File: config.mk
export PLATFORM = sky130hd
export DESIGN_NAME = hlgp_cordic
export DESIGN_NICKNAME = d
export VERILOG_FILES = /design/src/hw/rtl/hlgp_pkg.sv /design/src/hw/rtl/hlgp_cordic.sv
export SDC_FILE = /design/constraint.sdc
export NUM_CORES = 2
export LEC_CHECK = 0
export BUFFER_PORTS_ARGS = -buffer_cell sky130_fd_sc_hd__buf_4
export CORE_MARGIN = 4
export CORE_UTILIZATION = 30
export DETAILED_ROUTE_END_ITERATION = 16
export GPL_TIMING_DRIVEN = 0
export PLACE_DENSITY_LB_ADDON = 0.3
export SYNTH_ARGS = -nofsm -noshare
export SYNTH_HDL_FRONTEND = slang
export SYNTH_SLANG_ARGS = --single-unit
File: constraint.sdc
create_clock -name clk -period 4.5 [get_ports clk]
set_clock_uncertainty 0.2 [all_clocks]
set_input_delay 0.9 -clock clk [delete_from_list [all_inputs] [get_ports clk]]
set_output_delay 0.9 -clock clk [all_outputs]
set_load 0.01 [all_outputs]
File: src/hw/rtl/hlgp_pkg.sv
// ----------------------------------------------------------------------------
// hlgp_pkg
// Shared widths, limits, register indexes and the point sideband record for
// the Hough line ground projection pipeline.
// ----------------------------------------------------------------------------
package hlgp_pkg;

    localparam int OUT_W  = 20;
    localparam int UV_W   = 21;
    localparam int TRIG_W = 16;

    localparam logic signed [OUT_W-1:0] OUT_MAX = 20'sh7FFFF;
    localparam logic signed [OUT_W-1:0] OUT_MIN = 20'sh80000;

    localparam logic [2:0] CFG_HALF_WIDTH    = 3'd0;
    localparam logic [2:0] CFG_HALF_HEIGHT   = 3'd1;
    localparam logic [2:0] CFG_FOCAL_LENGTH  = 3'd2;
    localparam logic [2:0] CFG_CAMERA_HEIGHT = 3'd3;
    localparam logic [2:0] CFG_GROUND_OFFSET = 3'd4;
    localparam logic [2:0] CFG_SIN_TILT      = 3'd5;
    localparam logic [2:0] CFG_COS_TILT      = 3'd6;

    typedef struct packed {
        logic                    second;
        logic                    deg;
        logic                    sat;
        logic signed [UV_W-1:0]  u;
        logic signed [OUT_W-1:0] y;
        logic signed [OUT_W-1:0] z;
    } pt_side_t;

endpackage

File: src/hw/rtl/hlgp_cordic.sv
// ----------------------------------------------------------------------------
// hlgp_cordic
// Pipelined 16-step rotation CORDIC giving sine and cosine of a Q2.13 angle
// in Q1.14, with reduction by pi and a sideband that travels alongside.
// ----------------------------------------------------------------------------
module hlgp_cordic #(
    parameter int SIDE_W = 16
) (
    input  logic                                 clk,
    input  logic                                 rst_n,
    input  logic                                 in_valid,
    input  logic signed [15:0]                   angle,
    input  logic [SIDE_W-1:0]                    in_side,
    output logic                                 out_valid,
    output logic signed [hlgp_pkg::TRIG_W-1:0]   sin_val,
    output logic signed [hlgp_pkg::TRIG_W-1:0]   cos_val,
    output logic [SIDE_W-1:0]                    out_side
);

    localparam int CW    = 24;
    localparam int STEPS = 16;
    localparam int TW    = hlgp_pkg::TRIG_W;
    localparam logic signed [16:0]   PI_Q13      = 17'sd25736;
    localparam logic signed [16:0]   HALF_PI_Q13 = 17'sd12868;
    localparam logic signed [CW-1:0] GAIN        = 24'sd636751;
    localparam logic signed [CW-1:0] ATAN_Q20 [STEPS] = '{
        24'sd823550, 24'sd486170, 24'sd256879, 24'sd130396,
        24'sd65451,  24'sd32757,  24'sd16383,  24'sd8192,
        24'sd4096,   24'sd2048,   24'sd1024,   24'sd512,
        24'sd256,    24'sd128,    24'sd64,     24'sd32
    };

    logic signed [CW-1:0] x_reg [0:STEPS];
    logic signed [CW-1:0] y_reg [0:STEPS];
    logic signed [CW-1:0] z_reg [0:STEPS];
    logic                 neg_reg [0:STEPS];
    logic [SIDE_W-1:0]    side_reg [0:STEPS];
    logic                 valid_reg [0:STEPS];

    logic signed [16:0] th_ext;
    logic signed [16:0] th_red;
    logic               neg_next;

    always_comb
    begin
        th_ext   = 17'(angle);
        th_red   = th_ext;
        neg_next = 1'b0;
        if (th_ext > HALF_PI_Q13)
        begin
            th_red   = th_ext - PI_Q13;
            neg_next = 1'b1;
        end
        else if (th_ext < -HALF_PI_Q13)
        begin
            th_red   = th_ext + PI_Q13;
            neg_next = 1'b1;
        end
    end

    always_ff @(posedge clk or negedge rst_n)
    begin
        if (!rst_n)
            valid_reg[0] <= 1'b0;
        else
            valid_reg[0] <= in_valid;
    end

    always_ff @(posedge clk)
    begin
        x_reg[0]    <= GAIN;
        y_reg[0]    <= '0;
        z_reg[0]    <= {th_red, 7'd0};
        neg_reg[0]  <= neg_next;
        side_reg[0] <= in_side;
    end

    for (genvar i = 0; i < STEPS; i++)
    begin : g_step
        logic signed [CW-1:0] x_next;
        logic signed [CW-1:0] y_next;
        logic signed [CW-1:0] z_next;

        always_comb
        begin
            if (!z_reg[i][CW-1])
            begin
                x_next = x_reg[i] - (y_reg[i] >>> i);
                y_next = y_reg[i] + (x_reg[i] >>> i);
                z_next = z_reg[i] - ATAN_Q20[i];
            end
            else
            begin
                x_next = x_reg[i] + (y_reg[i] >>> i);
                y_next = y_reg[i] - (x_reg[i] >>> i);
                z_next = z_reg[i] + ATAN_Q20[i];
            end
        end

        always_ff @(posedge clk or negedge rst_n)
        begin
            if (!rst_n)
                valid_reg[i+1] <= 1'b0;
            else
                valid_reg[i+1] <= valid_reg[i];
        end

        always_ff @(posedge clk)
        begin
            x_reg[i+1]    <= x_next;
            y_reg[i+1]    <= y_next;
            z_reg[i+1]    <= z_next;
            neg_reg[i+1]  <= neg_reg[i];
            side_reg[i+1] <= side_reg[i];
        end
    end

    function automatic logic signed [TW-1:0] trig_round(
        input logic signed [CW-1:0] v,
        input logic                 neg
    );
        logic signed [CW:0]   r;
        logic signed [CW-6:0] s;
        logic signed [TW-1:0] c;
        r = (CW+1)'(v) + (CW+1)'(32);
        s = r[CW:6];
        if (s > (CW-5)'(16384))
            c = TW'(16384);
        else if (s < -((CW-5)'(16384)))
            c = -TW'(16384);
        else
            c = s[TW-1:0];
        if (neg)
            c = -c;
        return c;
    endfunction

    logic                 out_valid_reg;
    logic signed [TW-1:0] sin_reg;
    logic signed [TW-1:0] cos_reg;
    logic [SIDE_W-1:0]    out_side_reg;

    always_ff @(posedge clk or negedge rst_n)
    begin
        if (!rst_n)
            out_valid_reg <= 1'b0;
        else
            out_valid_reg <= valid_reg[STEPS];
    end

    always_ff @(posedge clk)
    begin
        cos_reg      <= trig_round(x_reg[STEPS], neg_reg[STEPS]);
        sin_reg      <= trig_round(y_reg[STEPS], neg_reg[STEPS]);
        out_side_reg <= side_reg[STEPS];
    end

    assign out_valid = out_valid_reg;
    assign sin_val   = sin_reg;
    assign cos_val   = cos_reg;
    assign out_side  = out_side_reg;

endmodule

==> impl_metrics.yaml <==
run_status:
  status: "complete, no violations"
routing:
  drc: 0
  wirelength_um: 192000
  drt-pass1-iter-count: 7
  wl_per_cell_um: 15.5
  drt-initial-drc-count: 3007
  viasPerCell: 4.88
  drtAntennaViolNets: 0
  vias: 60300
floorplan:
  dieWidth_um: 517
  dieArea_sq_um: 267000
  die_h_um: 517
  coreArea_sq_um: 257000
  start_util_pct: 30.2
  io_pins: 84
  rows: 186
synth:
  yosysSeqAreaShare_pct: 35.0
  async_reset_ff_share_pct: 1.33
  yosysWarnings: 0
  synth_top_cell_by_area: "dfxtp_1"
  ys_top_cells_by_count: "dfxtp_1, ha_1, xnor2_1"
  synth.most_common_cell: "dfxtp_1"
  avgSynthCellArea_sq_um: 9.08
  synth_edf_count: 0
  synthCells: 8568
  synth_cell_types: 86
  synth_ff_type: "dfxtp_1"
  syn-cell-area_sq_um: 77800
  synth.top_cell.area_share_pct: 34.4
  synth_area_leaders: "dfxtp_1, ha_1, xnor2_1"
  synth_seq_cells: 1356
grt:
  track_usage_pct: 14.1
  grt_max_degree: 27
  grt_overflow: 0
  grt_pass1_wl_um: 310000
  first_global_vias: 59900
  antenna_found_initial: 3
worst_setup_path:
  crit_chain: "inv_1, nand3_1, nor3_1, a211oi_1, a21oi_1, ha_1, a21o_1, a21oi_1, o22ai_1, o41ai_2, o21ai_0, a21o_1, a21oi_1, xnor2_1"
  setup.worst_path.start: "x_reg[0][325]"
  critPathLaunchType: "register"
  cpMostUsedCell: "a21oi_1"
  critPathSlowestCell: "a211oi_1"
  end_kind: "register"
  worstPathMaxFanout: 6
  r2r_cells: 14
  cp-endpoint: "y_reg[0][358]"
  r2r_start: "x_reg[0][325]"
  reg2reg_slack_ns: 0.09
  required_ns: 5.04
  r2r_end: "y_reg[0][358]"
  crit_type: "reg2reg"
  cp.arrival_ns: 4.95
  slowest_delay_ns: 0.84
timing:
  finalMaxSlewViolations: 0
  max_freq_ghz: 0.227
  worst_slew_pin_slew_ns: 1.28
  final_hold_viol_count: 0
  finalSetupViolCount: 0
  fin_crit_sh_pct: 97.9
  slew_headroom_pct: 14.7
  period_minus_slack_ns: 4.41
run:
  cap_violations: 0
placed_design:
  hpwl_um: 153000
  place_congestion: 0.889
  portBuffers: 75
clock_tree:
  clk_pin_slew_ns: 0.06
  h-tree-depth: 4
  clock_tree.buffer_depth: 3
  cts_inserted_buffers: 159
  clk-insertion-delay-late_ns: 0.81
  cts.sinks: 1356
  root_buffer: "clkbuf_16"
  cts_tree: "yes"
layout:
  nFillCells: 26100
  drive_above_1_share_pct: 7.28
  final_nets: 9857
  fin_util_pct: 34.7
  largest_reg_flops: 355
  area_delta_synth_final_pct: 14.9
hold_path:
  hp-class: "reg2reg"
-- through the flow --
| step | TNS, ns | instance area [sq um] | hold WS [ns] | std cells | setup slack, ns |
|---|---|---|---|---|---|
| after CTS | 0 | 88800 | 0.0337 | 12300 | 0.00474 |
| after floorplan | 0 | 77800 | 0.110 | 8571 | 0.246 |
| after global placement | -61.02 | 82600 | 0.110 | 12000 | -1.23 |
| after global routing | -0.0988 | 89400 | 0.0746 | 12400 | -0.0696 |
| final | 0 | 89400 | 0.0990 | 12400 | 0.0929 |
| after detailed placement | -63.53 | 82600 | 0.112 | 12000 | -1.16 |
-- placed cells by master (no fill, tap or decap), types with 137 or more instances in the layout --
cell	count
dfxtp_1	1324
xor2_1	381
clkbuf_16	162
o21ai_0	336
o21a_1	146
xnor2_1	824
nand2_1	422
nor2_1	755
a21oi_1	813
ha_1	931
a21o_1	264
nand3_1	137
nor3_1	255
inv_1	374
-- per-layer routing --
layer,vias up,wire (um),global-route usage (%)
met5,-,0,0
met4,0,6740,5.22
met3,347,8160,2.03
met2,1100,90400,24.4
met1,27900,86700,17.6
li1,30900,-,-
-- kinds of logic after synthesis --
kind of cell	count (synthesis)	synth area share (%)
AO/OA/AOI/OAI	2224	18.1
buffers and inverters	523	2.58
other	2	0.00966
multiplexers	89	1.21
flip-flops	1356	35.0
adder cells (fa/ha/maj)	975	16.1
XOR/XNOR	1205	13.6
AND/OR/NAND/NOR	2194	13.4
-- final cells by class --
class | instances | area, sq um | share of cell area (%)
Clock buffer | 212 | 4480 | 5.01
Clock inverter | 75 | 1160 | 1.30
Sequential cell | 1356 | 27300 | 30.5
Antenna cell | 1 | 2.50 | 0.00280
Multi-Input combinational cell | 6692 | 49100 | 55.0
Inverter | 384 | 1480 | 1.65
Buffer | 127 | 589 | 0.659
Timing Repair Buffer | 127 | 1030 | 1.15
Tap cell | 3384 | 4230 | 4.74
-- timing repair --
| item | CTS | global route |
|---|---|---|
| hold buffers | 21 | 0 |
| endpoints found under the hold margin | 38 | 0 |
| pin swaps | 1 | 9 |
| setup buffers | 12 | 19 |
| setup endpoints to repair | 209 | 98 |
| resized for setup | 97 | 118 |
-- worst max-delay path: cells and delay by family (launching register included) --
kind	cells	cell delay [ns]
and+or+nand+nor	2	0.21
buffers and inverters	1	0.13
xor gates and xnor gates	1	0.13
AOI/OAI and AO/OA	9	2.79
adders and majority gates	1	0.40
DFF	1	0.48
-- worst min-delay path by stage --
stage / start / to / slack [ns] / depth (start not counted)
after floorplan: neg_reg[0][9] / neg_reg[0][10] / 0.11 / 0
after global placement: side_reg[8][5] / side_reg[9][5] / 0.11 / 0
after detailed placement: side_reg[10][12] / side_reg[11][12] / 0.11 / 0
after CTS: angle[14] / z_reg[0][23] / 0.03 / 2
after global routing: angle[14] / z_reg[0][23] / 0.07 / 2
final: side_reg[4][6] / side_reg[5][6] / 0.1 / 0
Power is not shown: default switching activity piles up to over one toggle a cycle in this logic, so the estimate is an artifact.
