[src/hw/rtl/hlgp_pkg.sv]
// ----------------------------------------------------------------------------
// hlgp_pkg
// Shared widths, limits, register indexes and the point sideband record for
// the Hough line ground projection pipeline.
// ----------------------------------------------------------------------------
package hlgp_pkg;

    localparam int OUT_W  = 20;
    localparam int UV_W   = 21;
    localparam int TRIG_W = 16;

    localparam logic signed [OUT_W-1:0] OUT_MAX = 20'sh7FFFF;
    localparam logic signed [OUT_W-1:0] OUT_MIN = 20'sh80000;

    localparam logic [2:0] CFG_HALF_WIDTH    = 3'd0;
    localparam logic [2:0] CFG_HALF_HEIGHT   = 3'd1;
    localparam logic [2:0] CFG_FOCAL_LENGTH  = 3'd2;
    localparam logic [2:0] CFG_CAMERA_HEIGHT = 3'd3;
    localparam logic [2:0] CFG_GROUND_OFFSET = 3'd4;
    localparam logic [2:0] CFG_SIN_TILT      = 3'd5;
    localparam logic [2:0] CFG_COS_TILT      = 3'd6;

    typedef struct packed {
        logic                    second;
        logic                    deg;
        logic                    sat;
        logic signed [UV_W-1:0]  u;
        logic signed [OUT_W-1:0] y;
        logic signed [OUT_W-1:0] z;
    } pt_side_t;

endpackage

[src/hw/rtl/hlgp_div.sv]
// ----------------------------------------------------------------------------
// hlgp_div
// Pipelined restoring divider, one quotient bit per stage. Signed numerator,
// positive denominator, quotient truncated toward zero and clipped to the
// output range with a saturation flag.
// ----------------------------------------------------------------------------
module hlgp_div #(
    parameter int NUM_W  = 51,
    parameter int DEN_W  = 37,
    parameter int SIDE_W = 8
) (
    input  logic                                clk,
    input  logic                                rst_n,
    input  logic                                in_valid,
    input  logic signed [NUM_W-1:0]             num,
    input  logic [DEN_W-1:0]                    den,
    input  logic [SIDE_W-1:0]                   in_side,
    output logic                                out_valid,
    output logic signed [hlgp_pkg::OUT_W-1:0]   quot,
    output logic                                sat,
    output logic [SIDE_W-1:0]                   out_side
);

    localparam int OW = hlgp_pkg::OUT_W;
    localparam int QB = OW + 1;
    localparam int W  = (NUM_W > DEN_W + QB) ? NUM_W : DEN_W + QB;
    localparam logic [QB-1:0] POS_LIM = {1'b0, hlgp_pkg::OUT_MAX};
    localparam logic [QB-1:0] NEG_LIM = POS_LIM + QB'(1);

    logic              a_valid_reg;
    logic [NUM_W-1:0]  a_mag_reg;
    logic              a_neg_reg;
    logic [DEN_W-1:0]  a_den_reg;
    logic [SIDE_W-1:0] a_side_reg;
    logic [NUM_W-1:0]  a_mag_next;

    assign a_mag_next = num[NUM_W-1] ? NUM_W'(-num) : NUM_W'(num);

    always_ff @(posedge clk or negedge rst_n)
    begin
        if (!rst_n)
            a_valid_reg <= 1'b0;
        else
            a_valid_reg <= in_valid;
    end

    always_ff @(posedge clk)
    begin
        a_mag_reg  <= a_mag_next;
        a_neg_reg  <= num[NUM_W-1];
        a_den_reg  <= den;
        a_side_reg <= in_side;
    end

    logic [W-1:0]      rem_reg  [0:QB];
    logic [QB-1:0]     q_reg    [0:QB];
    logic [DEN_W-1:0]  den_reg  [0:QB];
    logic              neg_reg  [0:QB];
    logic              ovf_reg  [0:QB];
    logic [SIDE_W-1:0] side_reg [0:QB];
    logic              valid_reg [0:QB];

    always_ff @(posedge clk or negedge rst_n)
    begin
        if (!rst_n)
            valid_reg[0] <= 1'b0;
        else
            valid_reg[0] <= a_valid_reg;
    end

    always_ff @(posedge clk)
    begin
        rem_reg[0]  <= W'(a_mag_reg);
        q_reg[0]    <= '0;
        den_reg[0]  <= a_den_reg;
        neg_reg[0]  <= a_neg_reg;
        ovf_reg[0]  <= W'(a_mag_reg) >= (W'(a_den_reg) << QB);
        side_reg[0] <= a_side_reg;
    end

    for (genvar j = 0; j < QB; j++)
    begin : g_bit
        localparam int B = QB - 1 - j;
        logic [W:0]    trial;
        logic [W-1:0]  rem_next;
        logic [QB-1:0] q_next;

        always_comb
        begin
            trial    = {1'b0, rem_reg[j]} - {1'b0, W'(den_reg[j]) << B};
            rem_next = rem_reg[j];
            q_next   = q_reg[j];
            if (!trial[W])
            begin
                rem_next  = trial[W-1:0];
                q_next[B] = 1'b1;
            end
        end

        always_ff @(posedge clk or negedge rst_n)
        begin
            if (!rst_n)
                valid_reg[j+1] <= 1'b0;
            else
                valid_reg[j+1] <= valid_reg[j];
        end

        always_ff @(posedge clk)
        begin
            rem_reg[j+1]  <= rem_next;
            q_reg[j+1]    <= q_next;
            den_reg[j+1]  <= den_reg[j];
            neg_reg[j+1]  <= neg_reg[j];
            ovf_reg[j+1]  <= ovf_reg[j];
            side_reg[j+1] <= side_reg[j];
        end
    end

    logic                 quot_next;
    logic signed [OW-1:0] val_next;
    logic                 sat_next;
    logic [QB-1:0]        mag;

    always_comb
    begin
        mag      = q_reg[QB];
        sat_next = 1'b0;
        if (ovf_reg[QB])
        begin
            sat_next = 1'b1;
            val_next = neg_reg[QB] ? hlgp_pkg::OUT_MIN : hlgp_pkg::OUT_MAX;
        end
        else if (!neg_reg[QB])
        begin
            if (mag > POS_LIM)
            begin
                sat_next = 1'b1;
                val_next = hlgp_pkg::OUT_MAX;
            end
            else
                val_next = mag[OW-1:0];
        end
        else
        begin
            if (mag > NEG_LIM)
            begin
                sat_next = 1'b1;
                val_next = hlgp_pkg::OUT_MIN;
            end
            else
                val_next = -(mag[OW-1:0]);
        end
        quot_next = valid_reg[QB];
    end

    logic                 out_valid_reg;
    logic signed [OW-1:0] quot_reg;
    logic                 sat_reg;
    logic [SIDE_W-1:0]    out_side_reg;

    always_ff @(posedge clk or negedge rst_n)
    begin
        if (!rst_n)
            out_valid_reg <= 1'b0;
        else
            out_valid_reg <= quot_next;
    end

    always_ff @(posedge clk)
    begin
        quot_reg     <= val_next;
        sat_reg      <= sat_next;
        out_side_reg <= side_reg[QB];
    end

    assign out_valid = out_valid_reg;
    assign quot      = quot_reg;
    assign sat       = sat_reg;
    assign out_side  = out_side_reg;

endmodule

[config.mk]
export PLATFORM = sky130hd
export DESIGN_NAME = hlgp_div
export DESIGN_NICKNAME = d
export VERILOG_FILES = /design/src/hw/rtl/hlgp_pkg.sv /design/src/hw/rtl/hlgp_div.sv
export SDC_FILE = /design/constraint.sdc
export NUM_CORES = 2
export LEC_CHECK = 0
export ABC_CLOCK_PERIOD_IN_PS = 10500
export BUFFER_PORTS_ARGS = -buffer_cell sky130_fd_sc_hd__buf_2
export CAP_MARGIN = 20
export CORE_MARGIN = 2
export CORE_UTILIZATION = 65
export DETAILED_ROUTE_END_ITERATION = 10
export MAX_ROUTING_LAYER = met4
export PLACE_DENSITY = 0.83
export SLEW_MARGIN = 10
export SYNTH_ARGS = -nofsm -noshare
export SYNTH_HDL_FRONTEND = slang
export SYNTH_SLANG_ARGS = --single-unit
[constraint.sdc]
create_clock -name clk -period 10.5 [get_ports clk]
set_clock_uncertainty 0.05 [all_clocks]
set_input_delay 1.575 -clock clk [delete_from_list [all_inputs] [get_ports clk]]
set_output_delay 1.575 -clock clk [all_outputs]
set_load 0.01 [all_outputs]
==> reports/metrics.csv <==
metric;value;unit
number of synthesized flops with an enable pin;0;
gr usage total;30.2;%
slew margin rel.;13.6;%
gr ovfl total;0;
critical path's slowest cell;o211ai_1;
FF/Latch Area;51900;sq um
root buffer cell;clkbuf_16;
setup violators final;0;
combinational share of power;40.9;%
Hold Crit Class;reg -> reg;
CTS max path bufs;4;
Yosys cell types;89;
GP Congestion;0.994;
fraction of layout cells with a size suffix above 1;6.45;%
Worst-Margin Slew;1.28;ns
CTS Hold Buffers Added;0;
routed vias;83200;
unrepaired setup endpoints after global routing;false;
clock sink total;2589;
YS warnings;0;
syn_area_per_cell;9.30;sq um
area of the multi-input gates;52100;sq um
Worst IR Drop VDD;0.000195;V
max-slew violations;0;
Syn Inst Count;11700;
Top Ports;129;
I/O Buffers;128;
most frequent cells in the layout;dfxtp_1, inv_1, a21oi_1, nand2_1, ha_1;
number of antenna violations at the first check in global routing;0;
Initial DRC Count;5567;
HPWL Detailed;190000;um
most used routing layer in global routing;met2;
Fillers;11700;
#FFs+latches synth;2589;
# DRC;0;
Synth Cell Area;109000;sq um
worst-path fanout max;61;
max incr delay on CP;0.72;ns
Cell Rows;150;
Internal;25200;uW
WP data arrival;5.92;ns
sequential fraction of the synthesis area;47.6;%
clock share of power;24.7;%
Highest Clock Rate;0.192;GHz
global-route wire length before repair;412000;um
# resized after CTS;0;
cts bufs inserted;279;
total routed wirelength;256000;um
Tcrit/Tclk final;49.5;%
Critical Path End Type;flop;
met3 Track Usage GR;3.52;%
status;complete, no violations;
P_leak;0.0546;uW
most used cell, CP;o21ai_0;
Layout area overhead;10.9;%
drt first pass iters;9;
crit-path cells;inv_1 -> ha_1 -> inv_1 -> fa_1 -> a211oi_1 -> o21ai_0 -> nand2b_1 -> o32ai_1 -> o21ai_0 -> o21ai_0 -> a21oi_1 -> o211ai_1 -> buf_4 -> mux2_2;
NetSw;14600;uW
GR Util met1;28.0;%
wire per inst;18.0;um
nets;12800;
Die H;414;um
Final min period;5.20;ns
postcts setup bufs;0;
Starting Density;65.4;%
Final Util;72.5;%
Ant. Diodes;0;
Die X;414;um
Die Area;171000;sq um
PD cells;329;nW/um^2
critical setup path kind;reg -> reg;
Seq pwr share;34.4;%
commonest non-fill, non-tap cell in the layout;dfxtp_1;
Sw Ratio;36.8;%
CTS tree;done;
clock-pin slew on the worst setup and hold paths;0.06;ns
Final ANT Viol Nets;0;
Max-cap violations;0;
async set-reset flop share out of synthesis;0.927;%
DR vias/cell;5.84;
worst path required time;11.22;ns
max FFs per register;1211;
final hold slack;0.237;ns
Startpoint Class;flop;
vias in the first global route;85200;
worst-skew pair later-pin latency;0.92;ns
Primary FF master, synth;dfxtp_1;
H-tree depth;5;
met2 Use GR;58.7;%
largest net degree at the start of global routing;80;
core region area;167000;sq um
Setup TNS;0;ns
Hold Vio Cnt, Final;0;
## metal layers
layer	up-vias	part of all wire [%]
met5	-	0
met4	0	6.4
met3	1025	3.6
met2	2601	54
met1	38700	36
li1	40900	-
## cell type report
type	instances	share of cell area (%)
clock buffers	362	6.49
clock inverters	107	1.17
inverters	1033	3.21
multi-input cells	7767	43.1
flip-flops and latches	2589	43.0
well taps	2204	2.28
repair buffers	169	0.780
## power by group through the flow
stage | clock network [uW] | registers [uW] | logic, uW
6_report | 9830 | 13700 | 16300
5_1_grt | 10400 | 13900 | 18000
4_1_cts | 9980 | 13700 | 16000
3_5_place_dp | 0 | 13800 | 15800
3_3_place_gp | 0 | 13800 | 15400
2_1_floorplan | 0 | 13400 | 12400
## synth_stat cells, types with 79 or more instances
cell	number	area share [%]
nand2_1	925	3.2
a21oi_1	997	4.6
xnor2_1	520	4.2
o21a_1	112	0.77
nor2b_1	79	0.45
mux2_2	86	0.89
nor2_1	728	2.5
xor2_1	343	2.8
clkbuf_1	322	1.1
a211oi_1	84	0.58
inv_1	1030	3.5
nand3_1	207	0.95
nand2b_1	125	0.72
nor3_1	168	0.77
o21ai_0	802	3.7
a21o_1	434	3.0
a31oi_1	85	0.49
ha_1	803	9.2
dfxtp_1	2565	47
nand4_1	172	0.99
o21bai_1	99	0.68
nor4_1	91	0.52
o31ai_1	93	0.64
## path summary, 6_finish.rpt
kind	startpoint	endpoint	slack (ns)	depth (start not counted)
max in group asynchronous	rst_n	valid_reg[19]	9.43	1
min reg2reg	q_reg[2][5]	q_reg[2][26]	0.24	0
max	rem_reg[1][240]	rem_reg[1][312]	5.30	14
max reg2reg	rem_reg[1][240]	rem_reg[1][312]	5.30	14
min in group asynchronous	rst_n	valid_reg[9]	0.59	1
min	q_reg[2][5]	q_reg[2][26]	0.24	0
## cells by family after synthesis
logic type,Yosys count,share of synthesized area (%)
other cells,1,0.00344
xor+xnor,863,6.93
simple gates,2837,12.3
mux,100,1.02
compound gates,3141,17.8
fa+ha+maj,823,9.58
buf+inv,1371,4.72
flops,2589,47.6
## critical path, delay by kind of cell (launching register included)
| family | cells | cell delay, ns |
|---|---|---|
| adder cells (fa/ha/maj) | 2 | 0.41 |
| buffers and inverters | 3 | 0.76 |
| AND/OR/NAND/NOR | 1 | 0.23 |
| multiplexers | 1 | 0.41 |
| flip-flops | 1 | 0.33 |
| AO/OA/AOI/OAI | 7 | 2.76 |
## per-stage QoR
stage,power [uW],worst slack (ns),area [sq um],instances
floorplan,25800,5.71,109000,11700
global placement,29100,5.25,112000,13800
detailed placement,29700,5.18,112000,13800
CTS,39700,5.46,121000,14200
global route,42300,5.09,121000,14200
finish,39800,5.30,121000,14200
(Power assumes the default switching activity.)
